===== src/hdl/loci_pkg.sv =====
// Shared constants, types and helper functions for the linear octree cell index block.
`timescale 1ns / 1ps

package loci_pkg;

  // Depth of the octree; the grid has 2^LEVELS positions per axis.
  localparam int LEVELS = 5;
  localparam int POS_W  = LEVELS;
  localparam int CODE_W = 3 * LEVELS;
  localparam int UP_W   = $clog2(LEVELS + 1);
  localparam int COORD_W = 32;
  localparam int INDEX_W = 16;
  localparam int LEVEL_W = 3;

  // Configuration register indexes.
  localparam logic [2:0] REG_BOX_MIN_X = 3'd0;
  localparam logic [2:0] REG_BOX_MIN_Y = 3'd1;
  localparam logic [2:0] REG_BOX_MIN_Z = 3'd2;
  localparam logic [2:0] REG_BOX_MAX_X = 3'd3;
  localparam logic [2:0] REG_BOX_MAX_Y = 3'd4;
  localparam logic [2:0] REG_BOX_MAX_Z = 3'd5;
  localparam logic [2:0] REG_INV_SIZE  = 3'd6;

  localparam logic [31:0] INV_SIZE_RESET = 32'h0001_0000;

  // Operation codes carried in tuser.
  localparam logic OP_POINT    = 1'b0;
  localparam logic OP_TRIANGLE = 1'b1;

  // Per-axis result of the bounds stage.
  typedef struct packed {
    logic [COORD_W-1:0] off_lo;
    logic [COORD_W-1:0] off_hi;
    logic               out;
  } axis_span_t;

  // Number of cells on all levels above the given one, (8^lvl - 1) / 7, modulo 2^16.
  function automatic logic [INDEX_W-1:0] level_offset(input logic [UP_W-1:0] lvl);
    logic [INDEX_W-1:0] acc;
    acc = '0;
    for (int i = 0; i < LEVELS; i++) begin
      if (UP_W'(i) < lvl) begin
        acc = acc + INDEX_W'(64'd1 << (3 * i));
      end
    end
    return acc;
  endfunction

  // Interleave three grid positions into a Morton code, z above y above x.
  function automatic logic [CODE_W-1:0] morton(input logic [POS_W-1:0] x,
                                               input logic [POS_W-1:0] y,
                                               input logic [POS_W-1:0] z);
    logic [CODE_W-1:0] code;
    code = '0;
    for (int b = 0; b < LEVELS; b++) begin
      code[3*b]     = x[b];
      code[3*b + 1] = y[b];
      code[3*b + 2] = z[b];
    end
    return code;
  endfunction

endpackage


===== src/hdl/loci_scale.sv =====
// Scaling of one offset into grid units, with saturation to the grid edge.
`timescale 1ns / 1ps

module loci_scale (
  input  logic [loci_pkg::COORD_W-1:0] off,
  input  logic [31:0]                  inv_size,
  output logic [loci_pkg::POS_W-1:0]   grid_pos
);

  logic [63:0] prod;

  always_comb begin
    prod = 64'(off) * 64'(inv_size);
    // The integer part of the Q32.32 product is the grid position.
    if (prod[63:32+loci_pkg::POS_W] != '0) begin
      grid_pos = '1;
    end else begin
      grid_pos = prod[32 +: loci_pkg::POS_W];
    end
  end

endmodule


===== config.mk =====
export PLATFORM = sky130hd
export DESIGN_NAME = loci_scale
export DESIGN_NICKNAME = d
export VERILOG_FILES = /design/src/hdl/loci_pkg.sv /design/src/hdl/loci_scale.sv
export SDC_FILE = /design/constraint.sdc
export NUM_CORES = 2
export LEC_CHECK = 0
export ABC_AREA = 1
export BUFFER_PORTS_ARGS = -buffer_cell sky130_fd_sc_hd__buf_2
export CAP_MARGIN = 15
export CORE_ASPECT_RATIO = 1.4
export CORE_MARGIN = 1
export CORE_UTILIZATION = 30
export DETAILED_ROUTE_END_ITERATION = 8
export SLEW_MARGIN = 5
export SYNTH_ARGS = -nofsm -noshare
export SYNTH_HDL_FRONTEND = slang
export SYNTH_SLANG_ARGS = --single-unit

===== constraint.sdc =====
create_clock -name vclk -period 9.7
set_clock_uncertainty 0.2 [all_clocks]
set_input_delay 0.97 -clock vclk [all_inputs]
set_output_delay 0.97 -clock vclk [all_outputs]
set_load 0.02 [all_outputs]

* After elaboration in Yosys (flattened, before gate mapping)
Index checks and enable logic that the tools add are counted.
Operators by class: mux-type cells 1, $mul 1, reduce and logical (&&, ||, !) cells 1
Operators with widths (number):
- $mul A32 B32 Y64 | 1
- $reduce_bool A27 Y1 | 1
- $mux W5 | 1
Word-level totals: logic and storage cells 3, input port bits 64, flip-flop bits (word level) 0, output and inout bits 5

* Logic depth before layout (Yosys ltp)
depth in word-level cells 3, mapped depth 39, gate-level depth less buffers 38

* Worst setup path after synthesis
OpenSTA, ideal clock, no wires.
kind input -> output, from input port off[25] in the netlist's numbering, to output port grid_pos[0] in the netlist's numbering, data required time 8.530 ns, slack 1.296 ns, data arrival time 7.234 ns, path buffers 1, stages on the path 30, cell sequence clkbuf_1 > nand2_1 > fa_1 > inv_1 > fa_1 > inv_1 > fa_1 > inv_1 > fa_1 > fa_1 > fa_1 > fa_1 > inv_1 > fa_1 > inv_1 > ha_1 > nand2_1 > inv_1 > a21oi_2 > nand2_1 > a21oi_1 > nor2_1 > nor2_1 > nand3b_1 > nand2_1 > nand2_1 > nor2_1 > nand3_1 > nor2_4 > nand2_1
On the way: word-level cells in the longest chain between the ends 3
Ends and longest elaborated chain:
- from (decl) | RTL line loci_scale.sv:5 | input logic [loci_pkg::COORD_W-1:0] off,
- $mul A32 B32 Y64 (*) | RTL line loci_scale.sv:13 | prod = 64'(off) * 64'(inv_size);
- $reduce_bool A27 Y1 | RTL line loci_scale.sv:15 | if (prod[63:32+loci_pkg::POS_W] != '0) begin
- $mux W5 (*) | RTL line loci_scale.sv:15
- to (decl) | RTL line loci_scale.sv:7 | output logic [loci_pkg::POS_W-1:0] grid_pos
Mark *: on every way between the ends. The rest lies on a longest branch, timed or not.

* Worst setup path in the final report
from input port off[17] in the netlist's numbering, to output port grid_pos[4] in the netlist's numbering
The elaborated chain is that of the path after synthesis.

==> flow_summary.yaml <==
drt:
  wl_per_cell_um: 16.13
  wirelength_um: 106300
  drc: 0
  met1Wirelength_um: 38420
  antenna_left: 0
  drtIter0Drc: 1460
  firstDrtPassIters: 5
  top_layer: "met5"
  num_vias: 28890
  route.met2.wl_um: 59040
  viasPerCell: 4.384
  wl_met3_um: 2950
timing:
  max_slew_margin: 0.4817
  setup_violations: 0
  tightestPinTransition_ns: 0.7775
  tns_ns: 0
  min_period_ns: 9.348
  hold_viol: 0
  timing.final.crit_share: 0.9637
  fmax_mhz: 107.0
  report.final.slew_viol_count: 0
  rsz0062_at_grt: "false"
synth:
  yosys_warnings: 0
  synth_common_cells: "inv_1 (1764), nand2_1 (1517), fa_1 (895)"
  seq_area_frac_synth: 0
  netlist.top_cell.by_area: "fa_1"
  syn_area_um2: 36010
  synth_top_cell_area_share: 0.4976
  synth_most_common_cell: "inv_1"
  syn-instance-count: 4977
  ys_top_cells_by_area: "fa_1 (50%), inv_1 (18%), nand2_1 (16%)"
  synth_cell_type_count: 32
  avgSynthCellArea_um2: 7.235
  syn_nets: 6196
die:
  start_util: 0.3022
  die_h_um: 411.9
  ios: 69
  core.rowCount: 150
  die_w_um: 294.8
  die_area_um2: 121400
  core_um2: 119200
clocking:
  hold_buffers: 0
  ctsResizeCount: 0
  post-cts-setup-buffers: 0
global_route:
  grt.total_usage: 0.1814
  grt_pass1_wl_um: 171300
  overflow: 0
  grt_start_max_net_pins: 32
  grt_pass1_vias: 31770
  antenna_found_initial: 6
critical_path:
  crit_family: "adder cells"
  start_kind: "input pin"
  crit_type: "input pin to output port"
  crit_path_end_kind: "output port"
  worstPathMaxFanout: 20
  cp_slowest_cell: "fa_1"
  cpMostUsedCell: "fa_1"
  critPathRequiredTime_ns: 8.53
  crit_start: "off[17]"
  max_stage_delay_ns: 0.56
  critPathBufInv: 8
  arrival_ns: 8.18
flow_run:
  maxCapViolCount: 0
status:
  outcome: "finished clean"
finish:
  n_clock_buffer: 0
  nets: 6211
  drive_above_1_share: 0.05471
  seq_cell_count: 0
  regArea_um2: 0
  syn2layout_area_growth_pct: 8.183
placement:
  globalplace.congestion: 0.9287
  dp_hpwl_um: 95500
  portBuffers: 69
hold_path:
  hp-start: "inv_size[0]"
  hold_path.class: "input pin to output port"
through the flow:
step | hold slack, ns | cell area, um^2 | worst slack [ns] | utilization | cells
floorplan | 2.451 | 36010 | 1.296 | - | 4977
global placement | 3.351 | 38760 | 0.03890 | 0.3253 | 6586
detailed placement | 3.337 | 38760 | 0.01975 | 0.3253 | 6586
CTS | 3.340 | 38760 | 0.01022 | 0.3253 | 6586
global route | 3.510 | 38960 | 0.001243 | 0.3269 | 6590
finish | 3.308 | 38960 | 0.3517 | 0.3269 | 6590
tightest hold or removal path, delay by kind of cell:
kind	cells	cell delay, ns
buf+inv	2	0.49
simple gates	13	1.05
metal layers:
| layer | vias up | track usage |
|---|---|---|
| met5 | - | 0 |
| met4 | 4 | 0.08217 |
| met3 | 231 | 0.008299 |
| met2 | 622 | 0.3572 |
| met1 | 14540 | 0.1965 |
| li1 | 13490 | - |
final cells by class:
class / instances / area [um^2]
Inverter: 1777 / 6670
Tap cell: 1596 / 1997
Timing Repair Buffer: 205 / 1578
Multi-Input combinational cell: 3008 / 28700
Antenna cell: 4 / 10.01
Fill cell: 12760 / 80220
placed cells by master (no fill, tap or decap), types with 30 or more instances in the layout:
| cell | Yosys | final |
|---|---|---|
| clkbuf_4 | 0 | 30 |
| inv_1 | 1764 | 1764 |
| buf_4 | 0 | 129 |
| nand3_1 | 49 | 48 |
| nand2_1 | 1517 | 1516 |
| nor2_1 | 107 | 100 |
| ha_1 | 260 | 259 |
| buf_2 | 0 | 34 |
| a21oi_1 | 60 | 53 |
| fa_1 | 895 | 894 |
cells by family (layout without fill, tap and decap cells):
logic type                 after synthesis  after routing  share of synthesized area
AOI/OAI and AO/OA                       97             97                    0.01442
adders and majority gates             1155           1155                     0.5879
xor gates and xnor gates                11             11                   0.002675
buffers and inverters                 1969           1982                     0.2052
other                                    0              4                          0
and+or+nand+nor                       1745           1745                     0.1898
path summary, 6_finish.rpt:
kind / slack (ns) / cells after the start / endpoint
min: 3.31 / 15 / grid_pos[0]
max: 0.35 / 31 / grid_pos[4]
Power is left out: the tool's default activity adds up to more than one toggle a clock period on the data nets, which glitch-free logic cannot reach.
