===== config.mk =====
export PLATFORM = sky130hd
export DESIGN_NAME = loci_bound
export DESIGN_NICKNAME = d
export VERILOG_FILES = /design/src/hdl/loci_pkg.sv /design/src/hdl/loci_bound.sv
export SDC_FILE = /design/constraint.sdc
export NUM_CORES = 1
export LEC_CHECK = 0
export BUFFER_PORTS_ARGS = -buffer_cell sky130_fd_sc_hd__buf_2
export CAP_MARGIN = 40
export CORE_MARGIN = 2
export CORE_UTILIZATION = 50
export DETAILED_ROUTE_END_ITERATION = 16
export PLACE_DENSITY_LB_ADDON = 0.08
export SLEW_MARGIN = 20
export SYNTH_ARGS = -nofsm -noshare
export SYNTH_HDL_FRONTEND = slang
export SYNTH_SLANG_ARGS = --single-unit

===== constraint.sdc =====
create_clock -name vclk -period 10.9
set_input_delay 1.635 -clock vclk [all_inputs]
set_output_delay 1.635 -clock vclk [all_outputs]
set_load 0.01 [all_outputs]

===== src/hdl/loci_pkg.sv =====
// Shared constants, types and helper functions for the linear octree cell index block.
`timescale 1ns / 1ps

package loci_pkg;

  // Depth of the octree; the grid has 2^LEVELS positions per axis.
  localparam int LEVELS = 5;
  localparam int POS_W  = LEVELS;
  localparam int CODE_W = 3 * LEVELS;
  localparam int UP_W   = $clog2(LEVELS + 1);
  localparam int COORD_W = 32;
  localparam int INDEX_W = 16;
  localparam int LEVEL_W = 3;

  // Configuration register indexes.
  localparam logic [2:0] REG_BOX_MIN_X = 3'd0;
  localparam logic [2:0] REG_BOX_MIN_Y = 3'd1;
  localparam logic [2:0] REG_BOX_MIN_Z = 3'd2;
  localparam logic [2:0] REG_BOX_MAX_X = 3'd3;
  localparam logic [2:0] REG_BOX_MAX_Y = 3'd4;
  localparam logic [2:0] REG_BOX_MAX_Z = 3'd5;
  localparam logic [2:0] REG_INV_SIZE  = 3'd6;

  localparam logic [31:0] INV_SIZE_RESET = 32'h0001_0000;

  // Operation codes carried in tuser.
  localparam logic OP_POINT    = 1'b0;
  localparam logic OP_TRIANGLE = 1'b1;

  // Per-axis result of the bounds stage.
  typedef struct packed {
    logic [COORD_W-1:0] off_lo;
    logic [COORD_W-1:0] off_hi;
    logic               out;
  } axis_span_t;

  // Number of cells on all levels above the given one, (8^lvl - 1) / 7, modulo 2^16.
  function automatic logic [INDEX_W-1:0] level_offset(input logic [UP_W-1:0] lvl);
    logic [INDEX_W-1:0] acc;
    acc = '0;
    for (int i = 0; i < LEVELS; i++) begin
      if (UP_W'(i) < lvl) begin
        acc = acc + INDEX_W'(64'd1 << (3 * i));
      end
    end
    return acc;
  endfunction

  // Interleave three grid positions into a Morton code, z above y above x.
  function automatic logic [CODE_W-1:0] morton(input logic [POS_W-1:0] x,
                                               input logic [POS_W-1:0] y,
                                               input logic [POS_W-1:0] z);
    logic [CODE_W-1:0] code;
    code = '0;
    for (int b = 0; b < LEVELS; b++) begin
      code[3*b]     = x[b];
      code[3*b + 1] = y[b];
      code[3*b + 2] = z[b];
    end
    return code;
  endfunction

endpackage


===== src/hdl/loci_bound.sv =====
// Bounding interval, bounds check and offset from the cube minimum for one axis.
`timescale 1ns / 1ps

module loci_bound (
  input  logic                               op,
  input  logic signed [loci_pkg::COORD_W-1:0] c0,
  input  logic signed [loci_pkg::COORD_W-1:0] c1,
  input  logic signed [loci_pkg::COORD_W-1:0] c2,
  input  logic signed [loci_pkg::COORD_W-1:0] lo,
  input  logic signed [loci_pkg::COORD_W-1:0] hi,
  output loci_pkg::axis_span_t                span
);

  logic signed [loci_pkg::COORD_W-1:0] vmin;
  logic signed [loci_pkg::COORD_W-1:0] vmax;
  logic signed [loci_pkg::COORD_W-1:0] m01;
  logic signed [loci_pkg::COORD_W-1:0] x01;
  logic        [loci_pkg::COORD_W:0]   d_lo;
  logic        [loci_pkg::COORD_W:0]   d_hi;

  always_comb begin
    m01 = (c1 < c0) ? c1 : c0;
    x01 = (c1 > c0) ? c1 : c0;
    // A point uses its only vertex for both corners.
    if (op == loci_pkg::OP_TRIANGLE) begin
      vmin = (c2 < m01) ? c2 : m01;
      vmax = (c2 > x01) ? c2 : x01;
    end else begin
      vmin = c0;
      vmax = c0;
    end
    d_lo = {vmin[loci_pkg::COORD_W-1], vmin} - {lo[loci_pkg::COORD_W-1], lo};
    d_hi = {vmax[loci_pkg::COORD_W-1], vmax} - {lo[loci_pkg::COORD_W-1], lo};
    // A coordinate below the cube maps to grid position zero.
    span.off_lo = d_lo[loci_pkg::COORD_W] ? '0 : d_lo[loci_pkg::COORD_W-1:0];
    span.off_hi = d_hi[loci_pkg::COORD_W] ? '0 : d_hi[loci_pkg::COORD_W-1:0];
    span.out    = (c0 < lo) || (c0 > hi);
  end

endmodule


# ---- Word-level counts from Yosys, hierarchy flattened
# Cells that the tools add are included.
dict set report op_classes {
  addsub 2
  multipliers 0
  div 0
  order_cmp 6
  eq_ne 0
  shift 0
  muxes 8
  n_bitwise 0
  n_reduce_logical 1
}
# op n
set op_table {}
lappend op_table {{two-way mux 32 bit} 8}
lappend op_table {{greater-than comparator 32 bit} 3}
lappend op_table {{< comparator 32 bit} 3}
lappend op_table {{subtractor 32 x 32 -> 33 bit} 2}
lappend op_table {{logical OR 1 bit} 1}
dict set report word_totals {
  ff_bits 0
  latch_bits 0
  ramBits 0
  romBits 0
  input_bits 161
  out_inout_bits 65
  elab_cells 17
  memories 0
}

# ---- Logic depth before layout (Yosys ltp)
dict set report depth {
  word_depth 7
  mapped_depth 37
  depth_no_buf 33
}

# ---- Least setup slack after synthesis
# OpenSTA, ideal clock, no wires.
dict set report synth_path {
  kind {input port to output port}
  startpoint {in c0[25] (netlist name)}
  endpoint {out span[10] (netlist name)}
  t_arrival_ns 8.901
  required_ns 9.265
  slack_ns 0.364
  stages 36
  n_path_buf 4
  path_cell_list {inv_1 -> ha_1 -> a21o_1 -> a221o_1 -> a211oi_2 -> o22ai_1 -> a211oi_2 -> o21bai_1 -> buf_2 -> buf_6 -> mux2i_1 -> ha_1 -> nand2_1 -> or3_4 -> nor4_4 -> nand3_2 -> a211oi_2 -> nor2_1 -> a31oi_2 -> nor2_1 -> buf_4 -> a311oi_1 -> ha_1 -> inv_1 -> fa_1 -> a21o_1 -> a21o_1 -> a2111oi_2 -> o22ai_1 -> o21ai_1 -> o22ai_1 -> o21a_1 -> a221oi_2 -> mux2_2 -> buf_2 -> nor2_1}
}
# element line
set synth_rtl {}
lappend synth_rtl {{from (decl)} loci_bound.sv:6} ;# input logic signed [loci_pkg::COORD_W-1:0] c0,
lappend synth_rtl {{to (decl)} loci_bound.sv:11} ;# output loci_pkg::axis_span_t span

==> results.sh <==
export IMPL_outcome="finished, final reports clean"
export IMPL_final_min_period_over_clock_period=0.993
export IMPL_fillers=1483
export IMPL_power_leakage_nw=7.57
export IMPL_timing_critical_path_arrival_ns=9.19
export IMPL_register_area_um2=0
export IMPL_grt_setup_unrepaired="yes"
export IMPL_postLayoutCoreUtil=0.752
export IMPL_tightest_slew_ns=0.764
export IMPL_numSequentialCells=0
export IMPL_layoutNonFillerInstCount=2077
export IMPL_ir_worst_vdd_v=0.0000859
export IMPL_setup_total_negative_slack_ns=0
export IMPL_initial_utilization=0.508
export IMPL_syn2layout_area_growth_pct=48.1
export IMPL_numPlacedInstances=2049
export IMPL_floorplan_die_area_um2=20100
export IMPL_fin_crit_ns=10.82
export IMPL_total_via_count_after_detailed_routing=12600
export IMPL_synth_yosys_warnings=0
export IMPL_drcViolationCount=0
export IMPL_timing_critical_path_fanout_max=6
export IMPL_holdPathStages=4
export IMPL_critical_path_top_cell_by_count="sky130_fd_sc_hd__o21a_1"
export IMPL_hold_path_end="span[33]"
export IMPL_grt_pass1_vias=11600
export IMPL_most_used_cells_in_the_layout_excluding_fill_and_tap_cells="sky130_fd_sc_hd__buf_4, sky130_fd_sc_hd__buf_2, sky130_fd_sc_hd__ha_1"
export IMPL_placement_io_buffers=226
export IMPL_core_region_area_um2=18600
export IMPL_cp_slowest_stage_delay_ns=0.45
export IMPL_grt_util_all_layers=0.363
export IMPL_antenna_found_initial=0
export IMPL_holdBufCountCts=0
export IMPL_nNetsFinal=2230
export IMPL_fin_ws_ns=0.0752
export IMPL_drt_iter0_drc=892
export IMPL_final_antenna_net_count=0
export IMPL_grt_first_pass_wirelength_um=58800
export IMPL_critPathRequiredTime_ns=9.27
export IMPL_place_hpwl_um=32200
export IMPL_worst_path_max_delay_cell="sky130_fd_sc_hd__a2111oi_4"
export IMPL_power_density_nw_per_um2=129
export IMPL_final_hold_violation_count=0
export IMPL_gpl_final_weighted_congestion=1.04
export IMPL_netlist_instances=1366
export IMPL_route_final_wire_length_um=40300
export IMPL_holdCritPathClass="primary input to primary output"
export IMPL_grt_start_max_net_pins=57
export IMPL_maxCapViolCount=0
export IMPL_antenna_diode_count=0
export IMPL_postSynthNetCount=1751
export IMPL_detail_route_first_pass_iterations=5
export IMPL_syn_area_per_cell_um2=6.93
export IMPL_clock_buffer_count_in_the_final_layout=0
export IMPL_ios=226
export IMPL_rows=50
export IMPL_die_height_um=142
export IMPL_fmax_mhz=92.4
export IMPL_netlist_cell_type_count=72
export IMPL_ratio_of_routed_vias_to_standard_cells=6.07
export IMPL_layout_cells_most_common="sky130_fd_sc_hd__buf_4"
export IMPL_multiInputGateArea_um2=9550
export IMPL_critPathCaptureType="primary output"
export IMPL_yosysSeqAreaShare=0
export IMPL_final_max_slew_viol_count=0
export IMPL_final_setup_viol_count=0
export IMPL_gr_total_overflow=0
export IMPL_totalPowerFinal_mw=1.81
export IMPL_min_from="lo[0]"
export IMPL_synth_area_um2=9470
export IMPL_final_layout_size_suffix_gt1_frac=0.359
export IMPL_startpoint_type="primary input"
export IMPL_pre_cts_ws_ns=-0.373
export IMPL_worst_setup_path_type="primary input to primary output"
export IMPL_detail_route_wl_per_cell_um=19.4
export IMPL_fp_dieW_um=142
export IMPL_maxSlewHeadroom=0.487
-- cell families after synthesis --
| kind of cell | synth area share |
|---|---|
| adder cells (fa/ha/maj) | 0.298 |
| AO/OA/AOI/OAI | 0.309 |
| XOR/XNOR | 0.0416 |
| AND/OR/NAND/NOR | 0.237 |
| buffers and inverters | 0.0733 |
| multiplexers | 0.0415 |
-- worst max-delay path, delay by kind of cell --
family | cells | cell delay [ns]
AO/OA/AOI/OAI | 20 | 4.49
adder cells (fa/ha/maj) | 4 | 1.05
buffers and inverters | 6 | 0.72
AND/OR/NAND/NOR | 5 | 0.69
multiplexers | 2 | 0.58
-- cells in the mapped netlist, drive strengths merged (4+ instances only) --
cell	instances	area share
a21o	91	0.072
and2	6	0.0040
nor4	4	0.0042
and4	6	0.0056
xnor2	27	0.025
or2	4	0.0026
nand3	18	0.010
nand2b	14	0.0093
o21bai	7	0.0056
o211ai	35	0.028
nor3	22	0.012
a221o	6	0.0063
nor2	137	0.054
a2111oi	5	0.0073
buf	22	0.015
or3	32	0.022
o21a	13	0.010
a211oi	9	0.0087
xor2	18	0.017
a21oi	115	0.061
nor3b	6	0.0048
nand2	107	0.042
a31oi	10	0.0073
clkbuf	31	0.012
ha	222	0.29
o22ai	5	0.0033
inv	115	0.046
nor2b	21	0.014
o21ai	77	0.041
and3	36	0.024
a211o	4	0.0037
nand4	34	0.022
o31ai	4	0.0032
a311oi	4	0.0044
o311ai	30	0.028
mux2i	37	0.039
-- stage by stage --
| step | cell area [µm²] | hold slack [ns] |
|---|---|---|
| floorplan | 9470 | 3.43 |
| global placement | 12800 | 3.70 |
| detailed placement | 12800 | 3.70 |
| CTS | 12900 | 3.70 |
| global route | 14000 | 3.73 |
| finish | 14000 | 3.70 |
-- repair_timing --
item	4_1_cts	5_1_grt
endpoints found under the setup margin	63	64
gates resized for setup	16	175
setup buffers	4	22
pin swaps	10	92
cloned	0	5
-- how the worst max path moves through the flow --
stage                      start        to  slack (ns)  cells past startpoint
after CTS                 c0[14]   span[4]       -0.01                     39
final                      c0[1]   span[5]        0.08                     37
after global routing       c0[9]   span[5]       -0.17                     37
after detailed placement  c0[25]  span[22]       -0.37                     37
after global placement    c0[25]  span[22]       -0.20                     37
after floorplan           c0[25]  span[10]        0.36                     36
-- report_power, final --
group	switching (mW)	total, mW	internal, mW
Combinational	0.953	1.81	0.853
Clock	0	0	0
Sequential	0	0	0
Total	0.953	1.81	0.853
-- metal layers --
layer  track usage  up-vias  part of all wire  wire [µm]
met5             0        -                 0          0
met4        0.0895        0             0.041       1670
met3        0.0324      118             0.084       3400
met2         0.654      633              0.46      18700
met1         0.465     5818              0.41      16500
li1              -     6045                 -          -
-- layout make-up --
cell class         count  area share
repair buffers       530       0.266
multi-input cells   1197       0.681
well taps            234      0.0209
inverters            116      0.0316
Note: power is estimated with default switching activity, not from simulation.
