**src/hdl/loci_pkg.sv**
```systemverilog
// Shared constants, types and helper functions for the linear octree cell index block.
`timescale 1ns / 1ps

package loci_pkg;

  // Depth of the octree; the grid has 2^LEVELS positions per axis.
  localparam int LEVELS = 5;
  localparam int POS_W  = LEVELS;
  localparam int CODE_W = 3 * LEVELS;
  localparam int UP_W   = $clog2(LEVELS + 1);
  localparam int COORD_W = 32;
  localparam int INDEX_W = 16;
  localparam int LEVEL_W = 3;

  // Configuration register indexes.
  localparam logic [2:0] REG_BOX_MIN_X = 3'd0;
  localparam logic [2:0] REG_BOX_MIN_Y = 3'd1;
  localparam logic [2:0] REG_BOX_MIN_Z = 3'd2;
  localparam logic [2:0] REG_BOX_MAX_X = 3'd3;
  localparam logic [2:0] REG_BOX_MAX_Y = 3'd4;
  localparam logic [2:0] REG_BOX_MAX_Z = 3'd5;
  localparam logic [2:0] REG_INV_SIZE  = 3'd6;

  localparam logic [31:0] INV_SIZE_RESET = 32'h0001_0000;

  // Operation codes carried in tuser.
  localparam logic OP_POINT    = 1'b0;
  localparam logic OP_TRIANGLE = 1'b1;

  // Per-axis result of the bounds stage.
  typedef struct packed {
    logic [COORD_W-1:0] off_lo;
    logic [COORD_W-1:0] off_hi;
    logic               out;
  } axis_span_t;

  // Number of cells on all levels above the given one, (8^lvl - 1) / 7, modulo 2^16.
  function automatic logic [INDEX_W-1:0] level_offset(input logic [UP_W-1:0] lvl);
    logic [INDEX_W-1:0] acc;
    acc = '0;
    for (int i = 0; i < LEVELS; i++) begin
      if (UP_W'(i) < lvl) begin
        acc = acc + INDEX_W'(64'd1 << (3 * i));
      end
    end
    return acc;
  endfunction

  // Interleave three grid positions into a Morton code, z above y above x.
  function automatic logic [CODE_W-1:0] morton(input logic [POS_W-1:0] x,
                                               input logic [POS_W-1:0] y,
                                               input logic [POS_W-1:0] z);
    logic [CODE_W-1:0] code;
    code = '0;
    for (int b = 0; b < LEVELS; b++) begin
      code[3*b]     = x[b];
      code[3*b + 1] = y[b];
      code[3*b + 2] = z[b];
    end
    return code;
  endfunction

endpackage

```
**src/hdl/loci_encode.sv**
```systemverilog
// Morton coding, shared level search and final cell index.
`timescale 1ns / 1ps

module loci_encode (
  input  logic                              op,
  input  logic                              outside,
  input  logic [loci_pkg::POS_W-1:0]        lo_x,
  input  logic [loci_pkg::POS_W-1:0]        lo_y,
  input  logic [loci_pkg::POS_W-1:0]        lo_z,
  input  logic [loci_pkg::POS_W-1:0]        hi_x,
  input  logic [loci_pkg::POS_W-1:0]        hi_y,
  input  logic [loci_pkg::POS_W-1:0]        hi_z,
  output logic [loci_pkg::INDEX_W-1:0]      cell_index,
  output logic [loci_pkg::LEVEL_W-1:0]      space_level
);

  logic [loci_pkg::CODE_W-1:0] code_lo;
  logic [loci_pkg::CODE_W-1:0] code_hi;
  logic [loci_pkg::CODE_W-1:0] diff;
  logic [loci_pkg::CODE_W-1:0] shifted;
  logic [loci_pkg::UP_W-1:0]   up;
  logic [loci_pkg::UP_W-1:0]   lvl;
  logic [loci_pkg::UP_W+1:0]   shamt;

  always_comb begin
    code_lo = loci_pkg::morton(lo_x, lo_y, lo_z);
    code_hi = loci_pkg::morton(hi_x, hi_y, hi_z);
    diff    = code_lo ^ code_hi;
    // The highest differing octal digit sets how many levels the triangle climbs.
    up = '0;
    for (int k = 0; k < loci_pkg::LEVELS; k++) begin
      if (diff[3*k +: 3] != 3'd0) begin
        up = loci_pkg::UP_W'(k + 1);
      end
    end
    shamt   = (loci_pkg::UP_W+2)'(up) + ((loci_pkg::UP_W+2)'(up) << 1);
    shifted = code_hi >> shamt;

    if (op == loci_pkg::OP_TRIANGLE) begin
      lvl        = loci_pkg::UP_W'(loci_pkg::LEVELS) - up;
      cell_index = loci_pkg::INDEX_W'(shifted) + loci_pkg::level_offset(lvl);
    end else if (outside) begin
      lvl        = '0;
      cell_index = '0;
    end else begin
      lvl        = loci_pkg::UP_W'(loci_pkg::LEVELS);
      cell_index = loci_pkg::INDEX_W'(code_lo) + loci_pkg::level_offset(lvl);
    end
    space_level = loci_pkg::LEVEL_W'(lvl);
  end

endmodule

```
**config.mk**
```make
export PLATFORM = sky130hd
export DESIGN_NAME = loci_encode
export DESIGN_NICKNAME = d
export VERILOG_FILES = /design/src/hdl/loci_pkg.sv /design/src/hdl/loci_encode.sv
export SDC_FILE = /design/constraint.sdc
export NUM_CORES = 1
export LEC_CHECK = 0
export ABC_AREA = 1
export CAP_MARGIN = 20
export CORE_UTILIZATION = 25
export DETAILED_ROUTE_END_ITERATION = 8
export DONT_BUFFER_PORTS = 1
export SYNTH_ARGS = -nofsm -noshare
export SYNTH_HDL_FRONTEND = slang
export SYNTH_SLANG_ARGS = --single-unit
```
**constraint.sdc**
```tcl
create_clock -name vclk -period 5.2
set_input_delay 0.52 -clock vclk [all_inputs]
set_output_delay 0.52 -clock vclk [all_outputs]
set_load 0.05 [all_outputs]
```
-- After elaboration in Yosys (flattened, before gate mapping)
Cells that the tools add are included.
- word-level logic and storage cells: 53
- input port bits: 32
- register bits: 0
- output and inout port bits: 19
- reductions and logical operators: 5
- mux-type cells: 29
- bitwise operators: 1
- add/sub/neg operators: 12
- magnitude comparators: 5
- shift-type cells: 1
- operators by type and width (operator ; number):
    16-bit two-way mux ; 21
    15-bit by 16-bit adder with 16-bit output ; 2
    16-bit by 10-bit adder with 16-bit output, second input constant ; 2
    16-bit by 13-bit adder with 16-bit output, second input constant ; 2
    16-bit by 4-bit adder with 16-bit output, second input constant ; 2
    16-bit by 7-bit adder with 16-bit output, second input constant ; 2
    3-bit nonzero test ; 5
    15-bit by 5-bit >> shifter with 15-bit output ; 1
    15-bit XOR ; 1
    3-bit two-way mux ; 4
    1-bit by 3-bit less-than comparator with 1-bit output, first input constant ; 2
    2-bit by 3-bit less-than comparator with 1-bit output, first input constant ; 2
    3-bit by 4-bit adder with 5-bit output ; 1
    2-bit two-way mux ; 2
    3-bit less-than comparator, first input constant ; 1
    3-bit subtractor, first input constant ; 1
    1-bit two-way mux ; 2

-- Longest topological paths before layout
Gate-level depths: netlist of the first run.
- depth in word-level cells: 25
- mapped depth: 29
- gate-level depth less buffers: 28

-- Worst setup path before layout of the first run
No wires, ideal clock.
- kind: input -> output
- from: in lo_x[4] (netlist name)
- to: out cell_index[4] (netlist name)
- path buffers: 2
- slack: -0.044 ns
- stages: 23
- data required time: 4.680 ns
- data arrival time: 4.724 ns
- cells stage by stage: inv_1 -> nand2_1 -> nand4_2 -> nor3_4 -> nand2_4 -> inv_1 -> nand2_1 -> inv_1 -> ha_1 -> inv_1 -> fa_1 -> buf_2 -> buf_1 -> o211ai_1 -> nand3_1 -> o21ai_0 -> ha_1 -> ha_1 -> nand3_2 -> nand2_1 -> nand2_1 -> nand2_1 -> o21ai_0
- word-level cells in the longest chain between the ends: 21
- elaborated cells between the ends (all ways): 27
- those cells by class: add/sub (7); order compare (5); shift (1); mux (12); bitwise (1); reduce/logical (1)
- RTL lines (item ; RTL line ; source):
    start, declared ; loci_encode.sv:7 ; input logic [loci_pkg::POS_W-1:0] lo_x,
    15-bit XOR (*) ; loci_encode.sv:28 ; diff = code_lo ^ code_hi;
    3-bit nonzero test (*) ; loci_encode.sv:32 ; if (diff[3*k +: 3] != 3'd0) begin
    3-bit two-way mux (*) ; loci_encode.sv:32 ;
    3-bit subtractor ; loci_encode.sv:40 ; lvl = loci_pkg::UP_W'(loci_pkg::LEVELS) - up;
    1-bit by 3-bit less-than comparator with 1-bit output ; loci_pkg.sv:42 ; if (UP_W'(i) < lvl) begin
    1-bit two-way mux ; loci_pkg.sv:42 ;
    16-bit two-way mux ; loci_encode.sv:39 ; if (op == loci_pkg::OP_TRIANGLE) begin
    16-bit by 4-bit adder with 16-bit output ; loci_pkg.sv:43 ; acc = acc + INDEX_W'(64'd1 << (3 * i));
    [... 5 more ...] ; - ;
    16-bit by 10-bit adder with 16-bit output ; loci_pkg.sv:43 ;
    16-bit two-way mux ; loci_pkg.sv:42 ;
    16-bit two-way mux ; loci_encode.sv:39 ;
    16-bit by 13-bit adder with 16-bit output ; loci_pkg.sv:43 ;
    16-bit two-way mux ; loci_pkg.sv:42 ;
    16-bit two-way mux ; loci_encode.sv:39 ;
    15-bit by 16-bit adder with 16-bit output (*) ; loci_encode.sv:41 ; cell_index = loci_pkg::INDEX_W'(shifted) + loci_pkg::level_offset(lvl);
    16-bit two-way mux (*) ; loci_encode.sv:39 ;
    end, declared ; loci_encode.sv:13 ; output logic [loci_pkg::INDEX_W-1:0] cell_index,
Every way passes the cells marked *; elsewhere a longest branch is shown, timed or not. The select of a mux whose other input is x is not followed.

-- Worst setup path in the final report of the first run
- from: in lo_y[3] (netlist name)
- to: out cell_index[12] (netlist name)
- word-level cells in the longest chain between the ends: 22
- elaborated cells between the ends (all ways): 30
- those cells by class: add/sub (8); order compare (5); shift (1); mux (14); bitwise (1); reduce/logical (1)
- RTL lines (item ; RTL line ; source):
    start, declared ; loci_encode.sv:8 ; input logic [loci_pkg::POS_W-1:0] lo_y,
    15-bit XOR ; loci_encode.sv:28 ;
    3-bit nonzero test ; loci_encode.sv:32 ;
    3-bit two-way mux (2 in series) ; loci_encode.sv:32 ;
    3-bit subtractor ; loci_encode.sv:40 ;
    1-bit by 3-bit less-than comparator with 1-bit output ; loci_pkg.sv:42 ;
    1-bit two-way mux ; loci_pkg.sv:42 ;
    16-bit two-way mux ; loci_encode.sv:39 ;
    16-bit by 4-bit adder with 16-bit output ; loci_pkg.sv:43 ;
    [... 5 more ...] ; - ;
    16-bit by 10-bit adder with 16-bit output ; loci_pkg.sv:43 ;
    16-bit two-way mux ; loci_pkg.sv:42 ;
    16-bit two-way mux ; loci_encode.sv:39 ;
    16-bit by 13-bit adder with 16-bit output ; loci_pkg.sv:43 ;
    16-bit two-way mux ; loci_pkg.sv:42 ;
    16-bit two-way mux ; loci_encode.sv:39 ;
    15-bit by 16-bit adder with 16-bit output ; loci_encode.sv:41 ;
    16-bit two-way mux (*) ; loci_encode.sv:39 ;
Marked as above.

==> flow_summary.ini, run 1 <==
[critical_path]
required_ns = 4.68
crit_type = input port to output port
critPathMaxFanout = 5
start_kind = input port
crit_arrival_ns = 4.27
endpoint_kind = output port

[synthesis]
synth_top_area_cell = nand3_1
yosysWarningCount = 0
ys_seq_area_share_pct = 0
synth_top_area_share_pct = 20.7
netlist_instances = 439
synth_nets = 484
synth.distinct_cells = 36
avgSynthCellArea_um2 = 5.17
synth_area_leaders = nand3_1 21%, nand2_1 20%, inv_1 9.6%
synth_area_um2 = 2270

[route]
dr.pass1.iters = 5
viasPerCell = 5.27
wl_per_cell_um = 14.6
dr_total_vias = 2917
ant_nets = 0
drc_errors = 0
drtIter0Drc = 328
wl_um = 8090

[min_path]
hp-class = input port to output port
hp-start = lo_x[0]
hold_depth = 2
hold_end = cell_index[0]

[clock_network]
cts_resized = 0
cts_setup_buffers = 0
cts_hold_buf = 0

[sta]
rsz0062_at_grt = no
max-slew-margin-rel_pct = 33.3
hold_viol_final = 0
hold_slack_ns = 1.29
report.final.slew_viol_count = 0
fin_crit_ns = 4.79
max_freq_mhz = 209
tightest_slew_ns = 0.994
post-route-period-util_pct = 92.0
tns_ns = 0
setup_viol = 0

[floorplanning]
rows = 34
ios = 51
start_util_pct = 25.9
fp.dieW_um = 97.3
core-area_um2 = 8760
die_area_um2 = 9470
die_h_um = 97.3

[global_route]
grt_pass1_wl_um = 13200
antenna_found_initial = 0
grt_overflow = 0
track_usage_pct = 16.8
grt_max_degree = 23
grt_pass1_vias = 2673

[cells_and_area]
drive_gt1_share_pct = 14.6
seq_cells = 0
n_clock_buffer = 0
nFillCells = 987
antenna_cells = 0
register_area_um2 = 0
multi_input_area_um2 = 1960
final_nets = 492
syn_to_final_growth_pct = 14.7

[power]
cellLeakagePower_nw = 1.32
power_density_nw_per_um2 = 92.1
ir_drop_v = 0.0000246

[status]
run_status = finished clean

[job]
cap_violations = 0

[place]
numPortBuffers = 0
hpwl_um = 6920
place.gp.congestion = 1.03
## synthesized netlist by cell type (all sizes together)
cell type  number
nand2         131
nand3         101
inv            66
nor2           38
o21ai          29
a21oi          14
ha             12
buf            10
nand4           7
nor3            7
xor2            7
clkbuf          4
nand3b          3
xnor2           3
o211ai          2
a21boi          1
a22o            1
clkinv          1
fa              1
nand2b          1
## where the power goes
group | switching [W] | total, W | internal (W) | leakage [nW]
Combinational | 0.000162 | 0.000240 | 0.0000779 | 1.32
Clock | 0 | 0 | 0 | 0
Sequential | 0 | 0 | 0 | 0
Total | 0.000162 | 0.000240 | 0.0000779 | 1.32
## through the flow
step	utilization (%)	instances	setup slack [ns]	total power [W]	area, µm²
after floorplan	-	439	0.215	0.000177	2270
after global placement	29.4	553	0.467	0.000234	2580
after detailed placement	29.4	553	0.305	0.000235	2580
after CTS	29.4	553	0.276	0.000236	2580
after global routing	29.7	553	0.0251	0.000260	2610
final	29.7	553	0.415	0.000240	2610
## critical path, cell delays in order
cell	delay, ns
inv_1	0.07
nand2_1	0.07
nand4_1	0.13
a21oi_4	0.24
nand2_4	0.07
inv_1	0.09
nand2_1	0.16
inv_2	0.13
ha_1	0.18
inv_1	0.06
fa_1	0.36
inv_1	0.15
xor2_4	0.26
inv_1	0.13
nor2_2	0.14
inv_1	0.08
o21ai_1	0.15
ha_1	0.23
ha_1	0.21
nand3_2	0.12
nand2_1	0.16
nand4_1	0.14
nand2_1	0.09
nand2_1	0.05
nand3_1	0.06
nand2_1	0.09
buf_12	0.16
## cells in the final DEF (no fill, tap or decap), types with 4 or more instances in the layout
cell type  Yosys  routed
a21oi_1       10      10
buf_12         0       9
buf_4          1      11
ha_1          12      12
inv_1         58      57
inv_2          8       9
nand2_1      119     119
nand2_2        9       9
nand3_1       94      94
nand3_2        7       7
nand4_1        6       6
nor2_1        31      30
nor2_2         4       4
nor2_4         3       4
nor3_1         4       4
o21ai_0       25      16
o21ai_1        4      13
xor2_1         6       6
## metal layers
layer | track usage [%] | vias up | wire, µm
met4 | 3.39 | 0 | 212
met2 | 28.5 | 143 | 3690
li1 | - | 1436 | -
met5 | 0 | - | 0
met3 | 2.52 | 17 | 671
met1 | 22.5 | 1321 | 3520
## cell type report
cell class         instances  share of cell area [%]
repair buffers            20                    10.1
inverters                 67                    9.65
multi-input cells        358                    75.1
well taps                108                    5.19
## worst max path at each step
| stage | to | cells past startpoint | start | slack (ns) |
|---|---|---|---|---|
| floorplan | cell_index[8] | 25 | lo_x[4] | 0.22 |
| global placement | cell_index[7] | 25 | lo_y[3] | 0.47 |
| detailed placement | cell_index[12] | 27 | lo_y[3] | 0.30 |
| CTS | cell_index[12] | 27 | lo_y[3] | 0.28 |
| global route | cell_index[8] | 26 | lo_y[3] | 0.03 |
| finish | cell_index[12] | 27 | lo_y[3] | 0.41 |
## cells by family after synthesis
logic type	Yosys count	share of synthesized area, %
simple gates	288	61.1
xor+xnor	10	4.19
buf+inv	81	15.0
fa+ha+maj	13	7.49
compound gates	47	12.2
(Power assumes the default switching activity.)
==> run 2: changes to the inputs <==
- CELL_PAD_IN_SITES_DETAIL_PLACEMENT: not set -> 1
- CELL_PAD_IN_SITES_GLOBAL_PLACEMENT: not set -> 2
- PLACE_DENSITY_LB_ADDON: not set -> 0.1
==> run 2 against run 1 <==
  * Combinational power up 3%
  * Worst hold slack lost 0.011 ns
  * Via count shrank 2.8%
  * Largest power group unchanged
  * Largest cell class unchanged
  * Utilization up 0.40 points
  * Routed wire length grew 19%
  * Total power rose by 2.9%
  * Critical path depth decreased by 1
  * Sequential share of layout area unchanged
  * Sequential cell count is the same
  * Die area is the same
  * First-iteration DRC count fell by 69%
  * Count of clock-buffer cells in the layout unchanged
==> flow_summary.ini, run 2 (synthesis results as in run 1) <==
[critical_path]
max_stage_delay_ns = 0.39
required_ns = 4.68
endpoint_kind = output port
crit_arrival_ns = 4.31
cpMaxStageDelayCell = nor2_2
start_kind = input port
crit_path_start = lo_y[3]
critPathMaxFanout = 8
endpoint = cell_index[12]
cp_common_cell = nand2_1
crit_type = input port to output port

[cells_and_area]
final_nets = 497
register_area_um2 = 0
postLayoutCoreUtil_pct = 30.1
drive_gt1_share_pct = 15.8
seq_cells = 0
layout_commonest_cell = nand2_1
syn_to_final_growth_pct = 16.3
antenna_cells = 0
multi_input_area_um2 = 1950
stdcell_count = 558
nFillCells = 1194
mostFrequentLayoutCells = 118 x nand2_1, 94 x nand3_1, 57 x inv_1, 30 x nor2_1, 18 x o21ai_0
n_clock_buffer = 0

[floorplanning]
ios = 51
start_util_pct = 25.9
die_h_um = 97.3
rows = 34
die_area_um2 = 9470
fp.dieW_um = 97.3
core-area_um2 = 8760

[power]
cellLeakagePower_nw = 1.35
p_sw_share_pct = 67.2
ir_drop_v = 0.0000511
combPwrFrac_pct = 100.0
pwr-share-clk_pct = 0
power_density_nw_per_um2 = 93.5
intPower_w = 0.0000811
power_switching_w = 0.000166
power_frac_seq_pct = 0

[route]
wl_met1_um = 4720
wl_per_cell_um = 17.2
viasPerCell = 5.08
dr_wl_met2_um = 4380
drc_errors = 0
wl_um = 9620
dr_total_vias = 2834
drtIter0Drc = 102
dr.pass1.iters = 4
wl_met3_um = 425
ant_nets = 0
top_layer = met4

[sta]
report.final.slew_viol_count = 0
tightest_slew_ns = 0.994
hold_viol_final = 0
fin_crit_ns = 4.83
max_freq_mhz = 207
setup_ws_ns = 0.368
hold_slack_ns = 1.28
max-slew-margin-rel_pct = 33.3
post-route-period-util_pct = 92.9
setup_viol = 0
rsz0062_at_grt = no
tns_ns = 0

[global_route]
grt_overflow = 0
grt_max_degree = 23
antenna_found_initial = 0
track_usage_pct = 20.2
grt_pass1_wl_um = 15500
grt_pass1_vias = 2740

[place]
preCtsSetupSlack_ns = 0.152
place.gp.congestion = 0.891
dp.cells = 556
hpwl_um = 8230
numPortBuffers = 0

[min_path]
hp-class = input port to output port

[job]
cap_violations = 0

[status]
run_status = finished clean

[clock_network]
cts_hold_buf = 0
==> run 2: worst min-delay path by stage <==
stage	slack (ns)	depth (start not counted)	from	endpoint
2_1_floorplan	1.37	2	op	cell_index[4]
3_3_place_gp	1.30	2	lo_x[0]	cell_index[0]
3_5_place_dp	1.28	2	lo_x[0]	cell_index[0]
4_1_cts	1.28	2	lo_x[0]	cell_index[0]
5_1_grt	1.28	2	lo_x[0]	cell_index[0]
6_report	1.28	2	lo_x[0]	cell_index[0]
==> run 2: through the flow <==
step	total power, W	instance area, µm²
global placement	0.000245	2600
CTS	0.000246	2600
detailed placement	0.000245	2600
finish	0.000247	2640
floorplan	0.000177	2270
global route	0.000272	2640
==> run 2: metal layers <==
metal | up-vias | GRT usage, %
li1 | 1455 | -
met1 | 1304 | 29.4
met2 | 66 | 34.0
met3 | 9 | 1.22
met4 | 0 | 1.70
met5 | - | 0
==> run 2: layout make-up <==
class                      count  area share [%]
multi-input combinational    358            74.0
tap                          108            5.12
timing repair buffer          25            11.4
inverter                      67            9.53
==> run 2: worst max-delay path, delay by kind of cell <==
family	cells	cell delay (ns)
xor+xnor	1	0.11
compound gates	2	0.36
simple gates	13	1.72
buf+inv	6	0.62
fa+ha+maj	4	1.01
==> run 2: timing repair <==
action	in CTS	in global routing
setup buffers	0	2
setup endpoints to repair	0	10
gates resized for setup	0	5
==> run 2: power groups by stage <==
stage	clock (W)	combinational [W]	sequential (W)
2_1_floorplan	0	0.000177	0
3_3_place_gp	0	0.000245	0
3_5_place_dp	0	0.000245	0
4_1_cts	0	0.000246	0
5_1_grt	0	0.000272	0
6_report	0	0.000247	0
